==> src/mms_pkg.sv <==
// Shared constants and types for the min/max stack without duplicates.
`default_nettype none

package mms_pkg;

  localparam int STACK_DEPTH = 64;
  localparam int DATA_W      = 32;
  localparam int COUNT_OUT_W = 7;
  localparam int ADDR_W      = (STACK_DEPTH > 1) ? $clog2(STACK_DEPTH) : 1;
  localparam int CNT_W       = $clog2(STACK_DEPTH + 1);

  typedef enum logic {
    OP_PUSH = 1'b0,
    OP_POP  = 1'b1
  } op_t;

  typedef enum logic [1:0] {
    STAT_DONE  = 2'd0,
    STAT_DUP   = 2'd1,
    STAT_FULL  = 2'd2,
    STAT_EMPTY = 2'd3
  } status_t;

  typedef enum logic [2:0] {
    ST_IDLE,
    ST_SCAN,
    ST_DRAIN,
    ST_MAXC,
    ST_MINC,
    ST_WRITE,
    ST_FETCH,
    ST_DONE
  } state_t;

  typedef struct packed {
    logic eq;
    logic lt;
  } cmp_res_t;

endpackage

`default_nettype wire

==> src/mms_cmp.sv <==
// Shared comparator: equality and signed less-than.
`default_nettype none

module mms_cmp (
  input  wire logic [mms_pkg::DATA_W-1:0] a,
  input  wire logic [mms_pkg::DATA_W-1:0] b,
  output mms_pkg::cmp_res_t               res
);

  always_comb begin
    res.eq = (a == b);
    res.lt = ($signed(a) < $signed(b));
  end

endmodule

`default_nettype wire

==> config.mk <==
export PLATFORM = sky130hd
export DESIGN_NAME = mms_cmp
export DESIGN_NICKNAME = d
export VERILOG_FILES = /design/src/mms_pkg.sv /design/src/mms_cmp.sv
export SDC_FILE = /design/constraint.sdc
export NUM_CORES = 1
export LEC_CHECK = 0
export ABC_CLOCK_PERIOD_IN_PS = 1860
export BUFFER_PORTS_ARGS = -buffer_cell sky130_fd_sc_hd__buf_2
export CAP_MARGIN = 5
export CORE_ASPECT_RATIO = 1.25
export CORE_MARGIN = 5
export CORE_UTILIZATION = 38
export DETAILED_ROUTE_END_ITERATION = 6
export MAX_ROUTING_LAYER = met4
export PLACE_DENSITY = 0.79
export SYNTH_ARGS = -nofsm -noshare
export SYNTH_HDL_FRONTEND = slang
export SYNTH_SLANG_ARGS = --single-unit
==> constraint.sdc <==
create_clock -name vclk -period 1.86
set_input_delay 0.372 -clock vclk [all_inputs]
set_output_delay 0.372 -clock vclk [all_outputs]
set_load 0.05 [all_outputs]
* After elaboration in Yosys (flattened, before gate mapping)
Index checks and enable logic that the tools add are counted.
** Storage, ports and cells
- Flip-flop bits (word level) :: 0
- Word-level logic and storage cells :: 2
** Operators by class
- Order comparisons :: 1
- Equal/unequal tests :: 1
** Operators with widths (count)
- equality test 32 bit :: 1
- less-than comparator 32 bit :: 1

* Depth between registers and ports, before layout
- Word-level depth :: 1
- Gate-level depth with buffers :: 7

* Worst setup path after synthesis
No wires, ideal clock.
- Path kind :: input -> output
- Start :: input port b[31] (netlist bit)
- End :: output port res[1] (netlist bit)
- Data arrival time :: 1.937 ns
- Data required time :: 1.488 ns
- Path slack :: -0.449 ns
- Stages :: 6
- Path buffers :: 0
- Path through :: inv_1 > ha_1 > nand4_2 > nor4_1 > nand2_1 > nor2_1
** RTL lines
- from (decl) :: line mms_cmp.sv:6 : input wire logic [mms_pkg::DATA_W-1:0] b,
- to (decl) :: line mms_cmp.sv:7 : output mms_pkg::cmp_res_t res

==> results.md <==
* Total GRT Usage at 17.1%
* Total power draw at 0.000367 W
* RSZ-0062 raised after global routing: yes
* Max frequency at 451 MHz
* Synth warn at 0
* Final Core Density at 82.5%
* Routed wire length at 2600 µm
* Post-synth top area share at 48.8%
* Crit path capture type: output pin
* Sw frac at 45.5%
* Post-synthesis sequential area ratio at 0%
* Commonest non-fill, non-tap cells in the layout: buf_2 (53), ha_4 (22), inv_1 (14)
* Sequential fraction of design power at 0%
* Initial antenna violation count at 0
* Area Growth Syn to Fin at 104%
* Number of max-cap violations at 0
* Worst-path fanout max at 2
* Hold crit path type: in -> out
* IR drop worst, VDD at 134 µV
* Worst EP required at 1.49 ns
* Drt wl/cell at 12.6 µm
* Final Hold Viols at 0
* # rows at 18
* Pre-antenna DRT Iters at 2
* Comb power frac at 100.0%
* Global-route wire length before repair at 4270 µm
* Mux contribution to synthesized area at 0%
* Hold-fix buffers at CTS at 0
* Rel. slew slack at 80.6%
* Worst setup margin at -0.358 ns
* Violated checks: setup timing
* Max Transition Viols Final at 0
* Synth top area cells: ha_1 (49%), inv_1 (15%), a21oi_1 (6.7%)
* PortBufs at 66
* Initial Utilization at 40.5%
* Die H at 62.0 µm
* Cell Int Power at 0.000200 W
* Final worst-path cycle share at 119%
* Placed cells at 205
* Post-DR vias/cell at 5.19
* Compound-Gate Fraction of Synth Area at 20.6%
* Outcome: complete, but fails checks
* Endpoints failing setup at 2
* Pwr dens at 219 mW/mm²
* Num sequential at 0
* IO Count at 66
* Overflow after GRT at 0
* Post-Synth XOR/XNOR Area at 0%
* Largest family of logic cells by synthesized area: adder cells
* Clock buffer count at 0
* Post-DP HPWL at 2440 µm
* Yosys cell types at 24
* Syn Area/Cell at 7.26 µm²
* Most common cell after layout, fill and taps aside: buf_2
* Worst setup SP type: primary input
* Die Footprint at 0.00320 mm²
* Via count at 1075
* NetSw at 0.000167 W
* Worst Hold Margin at 1.29 ns
* Chip width at 51.6 µm
* Crit path from: b[8]
* Reg area at 0 µm²
* Clock share of power at 0%
* Final std cells w/o fill at 207
* Setup CP Type: in -> out
* Placer congestion estimate at 0.706
* Area of the core at 0.00203 mm²
* N_diodes at 0
* Syn nets at 209
* Largest net degree at the start of global routing at 5
* Share of cells above drive strength 1 at 67.4%
* Netlist Area Pre-Place at 821 µm²
* Final worst path period need at 2.22 ns
* Static Leak at 0.821 nW
* Drt drc at 0
* Post-Synth Adder-Cell Area at 48.8%
* Vias in the first global route at 1163
* Worst-Margin Slew at 0.289 ns
* Iter 0 DRT Violations at 5
* TNS Setup at -0.591 ns
* Final nets at 285
* Simple-gate share of the synthesized area at 16.0%
* Critical Path AT at 1.85 ns
* Routed Antenna Nets at 0
* Worst setup endpoint: res[0]
* Post-synth top area cell: ha_1
* Gate Count Post-Synth at 113
synthesized netlist by cell type, drive strengths merged:
cell	count
o31a	1
nand3	2
nand2	7
a21o	2
o211ai	1
inv	32
a21boi	1
a221o	1
a221oi	1
nor2b	1
ha	32
o22ai	1
nand4	7
nor2	4
nor4	2
a211oi	1
nor3	1
o21ai	3
o2111ai	1
a21oi	12
how the worst min path moves through the flow:
stage               start     end  depth (start not counted)
floorplan           a[31]  res[0]                          2
global placement    a[31]  res[0]                          6
detailed placement  a[31]  res[0]                          6
CTS                 a[31]  res[0]                          6
global route        a[31]  res[0]                          6
finish              a[31]  res[0]                          6
worst max-delay path: stages:
cell,delay [ns]
buf_6,0.08
inv_4,0.03
ha_4,0.24
nand4_1,0.17
nor4_4,0.31
a21boi_2,0.20
o31a_1,0.19
o22ai_4,0.09
buf_6,0.16
stage by stage:
step / cell area [µm²] / setup WS [ns]
after floorplan: 1160 / -0.223
after CTS: 1600 / -0.367
final: 1670 / -0.358
after global routing: 1670 / -0.440
after detailed placement: 1560 / -0.507
after global placement: 1560 / -0.467
logic make-up (layout without fill, tap and decap cells):
logic type | count (synthesis) | after routing
buf+inv | 32 | 106
simple gates | 24 | 24
fa+ha+maj | 32 | 32
compound gates | 25 | 25
metal layers:
metal | up-vias | GRT usage (%) | wire, µm
met1 | 492 | 15.2 | 798
met4 | 0 | 0 | 14
met2 | 36 | 39.8 | 1620
li1 | 545 | - | -
met5 | - | - | 0
met3 | 2 | 1.19 | 170
power groups by stage:
| stage | Clock, W | Sequential [W] | Combinational [W] |
|---|---|---|---|
| 2_1_floorplan | 0 | 0 | 0.000198 |
| 3_3_place_gp | 0 | 0 | 0.000323 |
| 3_5_place_dp | 0 | 0 | 0.000342 |
| 4_1_cts | 0 | 0 | 0.000356 |
| 5_1_grt | 0 | 0 | 0.000415 |
| 6_report | 0 | 0 | 0.000367 |
cell type report:
| cell class | instances | area, µm² |
|---|---|---|
| Multi-Input combinational cell | 81 | 1040 |
| Timing Repair Buffer | 74 | 464 |
| Fill cell | 139 | 354 |
| Inverter | 32 | 145 |
| Tap cell | 20 | 25.0 |
repair_timing:
| item | in CTS | in global routing |
|---|---|---|
| setup buffers | 1 | 1 |
| setup endpoints to repair | 2 | 2 |
| resized for setup | 9 | 11 |
| pin swaps | 11 | 13 |
(Power assumes the default switching activity.)
