$ cat config.mk
export PLATFORM = sky130hd
export DESIGN_NAME = mms_ram
export DESIGN_NICKNAME = d
export VERILOG_FILES = /design/src/mms_ram.sv
export SDC_FILE = /design/constraint.sdc
export NUM_CORES = 2
export LEC_CHECK = 0
export BUFFER_PORTS_ARGS = -buffer_cell sky130_fd_sc_hd__buf_2
export CAP_MARGIN = 10
export CORE_MARGIN = 10
export CORE_UTILIZATION = 35
export DETAILED_ROUTE_END_ITERATION = 8
export GPL_TIMING_DRIVEN = 1
export SYNTH_ARGS = -nofsm -noshare
export SYNTH_HDL_FRONTEND = slang
export SYNTH_SLANG_ARGS = --single-unit
$ cat constraint.sdc
create_clock -name clk -period 7.9 [get_ports clk]
set_input_delay 1.185 -clock clk [delete_from_list [all_inputs] [get_ports clk]]
set_output_delay 1.185 -clock clk [all_outputs]
set_load 0.005 [all_outputs]
$ cat src/mms_ram.sv
// Generic single-write, single-read RAM with registered read data.
`default_nettype none

module mms_ram #(
  parameter int WIDTH = 32,
  parameter int DEPTH = 64
) (
  input  wire logic                                        clk,
  input  wire logic                                        we,
  input  wire logic [((DEPTH > 1) ? $clog2(DEPTH) : 1)-1:0] waddr,
  input  wire logic [WIDTH-1:0]                            wdata,
  input  wire logic [((DEPTH > 1) ? $clog2(DEPTH) : 1)-1:0] raddr,
  output logic      [WIDTH-1:0]                            rdata
);

  logic [WIDTH-1:0] mem [DEPTH];

  always_ff @(posedge clk) begin
    if (we) begin
      mem[waddr] <= wdata;
    end
    rdata <= mem[raddr];
  end

endmodule

`default_nettype wire

* Word-level counts from Yosys, hierarchy flattened
Memories as Yosys holds them, arrays and structs flattened. A register that Yosys moved wholly into a read port is not among the register bits. Cells that the tools add are included.
Storage, ports and cells: input bits 46, output and inout bits 32, memory bits (writable) 2048, memories 1, word-level logic and storage cells 3, flip-flop bits (word level) 0
Operators by class: muxes and demuxes 2
Memory list:
- mem | depth 64, bits a word 32, read ports 1, clocked after memory_dff 1, wr ports 1, line 16 | logic [WIDTH-1:0] mem [DEPTH];
Operators by type and width (count):
- $mux 1 | 2

* Depth between registers and ports, before layout
depth in word-level cells 2, depth in mapped cells 10, depth with buffers taken out 5

* Least setup slack after synthesis
Ideal clock, no wire load.
kind input -> register, start point in waddr[3] (netlist name), end point mem mem[48][0] (enable), path slack 3.555 ns, library setup time 0.461 ns, buffers on the path 1, stages on the path 4, data arrival time 3.884 ns, data required time 7.439 ns, cells stage by stage clkbuf_1 -> nor2b_1 -> nand4b_1 -> nor3_1
RTL lines:
- start: declaration | line 10 | input wire logic [((DEPTH > 1) ? $clog2(DEPTH) : 1)-1:0] waddr,
- end: declaration | line 16
No word-level cell before the write port.

==> impl_metrics.ini <==
[synthesis]
synth_edf_count = 2048
ys.flop_type = edfxtp_1
syn-num-nets = 3370
ys_async_sr_fraction_pct = 0
synth_warnings = 0
yosys.area.top_type = edfxtp_1
synth_common_cells = edfxtp_1 (2,048), mux4_2 (544), nor2_1 (137)
yosysUniqueCellTypes = 34
syn_area_per_cell_sq_um = 23.6
synth_top_area_share_pct = 78.3
syn_area_sq_um = 78500
synth-seq-cells = 2080
seq_area_frac_synth_pct = 79.1
synth_top_cells_by_area = edfxtp_1 (78%), mux4_2 (16%), mux2i_1 (1.2%), dfxtp_1 (0.82%), o22ai_1 (0.67%)
synth.most_common_cell = edfxtp_1
synthCells = 3324

[sta]
final-hold-violation-count = 0
rsz0062_at_grt = false
setup_violations = 0
fin_tns_setup_ns = 0
tightest_slew_ns = 1.27
slew_violations = 0
skew_ns = 0.0250
finalCriticalPeriod_ns = 3.96
max_freq_mhz = 252
maxSlewHeadroom_pct = 15.5
post-route-period-util_pct = 50.2

[detailed_routing]
routed_wl_um = 209000
ant_nets = 0
first_iter_violations = 4362
dr.pass1.iters = 5
remaining_drc_errors = 0
route.detailed.wl_per_inst_um = 31.3
viasPerCell = 5.48
vias = 36700

[pwr]
power_density_nw_per_um2 = 253
p_leak_nw = 27.4
finalPower_mw = 22.7
ir_worst_vdd_uv = 221

[floorplanning]
rows = 173
dieArea_sq_um = 244000
die_w_um = 494
die_h_um = 494
core_sq_um = 223000
start_util_pct = 35.3
ios = 78

[worst_setup_path]
path_cells = buf_8, buf_12, buf_12, mux4_2, o22ai_1, nor2_1, a21oi_1, nor2_1
reg2reg_slack_ns = 5.51
cp_data_arrival_time_ns = 4.62
endpoint_kind = flop
worst_ep_required_time_ns = 8.56
start_kind = input port
r2r_start = mem[15][28]
reg2regPathDepth = 5
critical_path_class = input port to flop
r2r_end = rdata[28]
cpMaxStageDelayCell = a21oi_1
path_max_fanout = 55
cp_slowest_stage_delay_ns = 0.66

[worst_hold_path]
hp-start = mem[12][17]
hold_depth = 4
hp-class = flop to flop
hold_end = rdata[17]

[grt]
grt_pass1_wl_um = 293000
grt_max_degree = 99
overflow = 0
antenna_found_initial = 31
grtUsageTotal_pct = 16.9
grt_pass1_vias = 37400

[finish]
num-nets-final = 3588
drive_above_1_share_pct = 29.3
synthToLayoutAreaGrowth_pct = 14.2
fill_cells = 19300

[clocking]
htree_levels = 4
cts_root_buf = clkbuf_16
path_clk_slew_ns = 0.06
cts_num_sinks = 2080
cts_buffer_depth = 3
post_cts_resized = 0
post_cts_buffers = 0
cts_made_buffers = 199
insertion_delay_ns = 0.83
cts_tree = yes
hold_buffers = 0

[place]
io_buffers = 77
place_congestion = 0.768
dpl.hpwl_um = 110000

[run_status]
outcome = finished, final reports clean

[run]
drv_cap = 0
flip-flops by register name, summed over array words and instances, names as in the netlist:
| signal | cells |
|---|---|
| mem | 2048 |
| rdata | 32 |
per-stage QoR:
stage | worst slack (ns) | instances | cell area [sq um] | util, % | hold WS [ns]
global placement | 2.95 | 6312 | 83300 | 37.4 | 0.746
finish | 3.94 | 6688 | 89600 | 40.2 | 0.777
detailed placement | 2.91 | 6314 | 83300 | 37.4 | 0.763
CTS | 3.79 | 6678 | 89600 | 40.2 | 0.780
floorplan | 3.56 | 3324 | 78500 | - | 0.663
global route | 3.75 | 6681 | 89600 | 40.2 | 0.845
layer usage:
layer / up-vias / global-route usage [%] / share of wire [%]
li1: 14700 / - / -
met4: 24 / 6.03 / 3.7
met3: 346 / 4.34 / 9.3
met1: 19800 / 22.1 / 39
met2: 1774 / 27.3 / 48
met5: - / 0 / 0.077
cell families (layout without fill, tap and decap cells):
family | count (synthesis) | in the layout | share of synthesized area [%]
and+or+nand+nor | 223 | 223 | 1.27
other | 0 | 8 | 0
buffers and inverters | 182 | 563 | 1.13
AOI/OAI and AO/OA | 202 | 202 | 1.67
DFF | 2080 | 2080 | 79.1
muxes | 637 | 637 | 16.8
power by group:
group / internal, mW / switching (mW) / total (mW)
clock network: 5.24 / 4.02 / 9.27
registers: 12.2 / 0.0627 / 12.3
logic: 0.404 / 0.709 / 1.11
total: 17.9 / 4.79 / 22.7
worst max-delay path, delay by kind of cell:
| family | cells | cell delay, ns |
|---|---|---|
| compound gates | 2 | 0.96 |
| buf+inv | 3 | 1.32 |
| mux | 1 | 0.56 |
| simple gates | 2 | 0.39 |
final cells by class:
| class | count | area, sq um | share of cell area, % |
|---|---|---|---|
| sequential | 2080 | 62100 | 69.3 |
| multi-input combinational | 1062 | 16000 | 17.8 |
| clock buffer | 266 | 5400 | 6.03 |
| tap | 2975 | 3720 | 4.15 |
| timing repair buffer | 199 | 1510 | 1.69 |
| clock inverter | 98 | 868 | 0.969 |
| antenna | 8 | 20.0 | 0.0223 |
placed cells by master (no fill, tap or decap), types with 3 or more instances in the layout:
cell type,instances
edfxtp_1,2048
mux4_2,544
clkbuf_16,201
buf_4,108
mux2i_1,93
o22ai_1,84
nor2_1,75
buf_2,73
a21oi_1,62
nor2_4,62
clkbuf_1,52
clkinv_1,38
clkinv_2,32
dfxtp_1,32
o221ai_1,27
nand2_1,26
nor2b_1,15
bufinv_16,14
clkbuf_8,13
a22oi_1,12
buf_12,12
diode_2,8
a311oi_1,8
nand2b_1,7
inv_6,7
nand3b_1,5
nor3_1,5
nand3_1,5
and3_1,4
a41o_1,4
o32ai_1,4
or3b_2,3
or3_1,3
clkinvlp_4,3
buf_8,3
worst max-delay path by stage:
stage / start / end
after global placement: raddr[0] / rdata[11]
after floorplan: waddr[3] / mem[48][0]
after CTS: raddr[0] / rdata[11]
after global routing: raddr[0] / rdata[11]
after detailed placement: raddr[0] / rdata[11]
final: raddr[0] / rdata[11]
(Power assumes the default switching activity.)
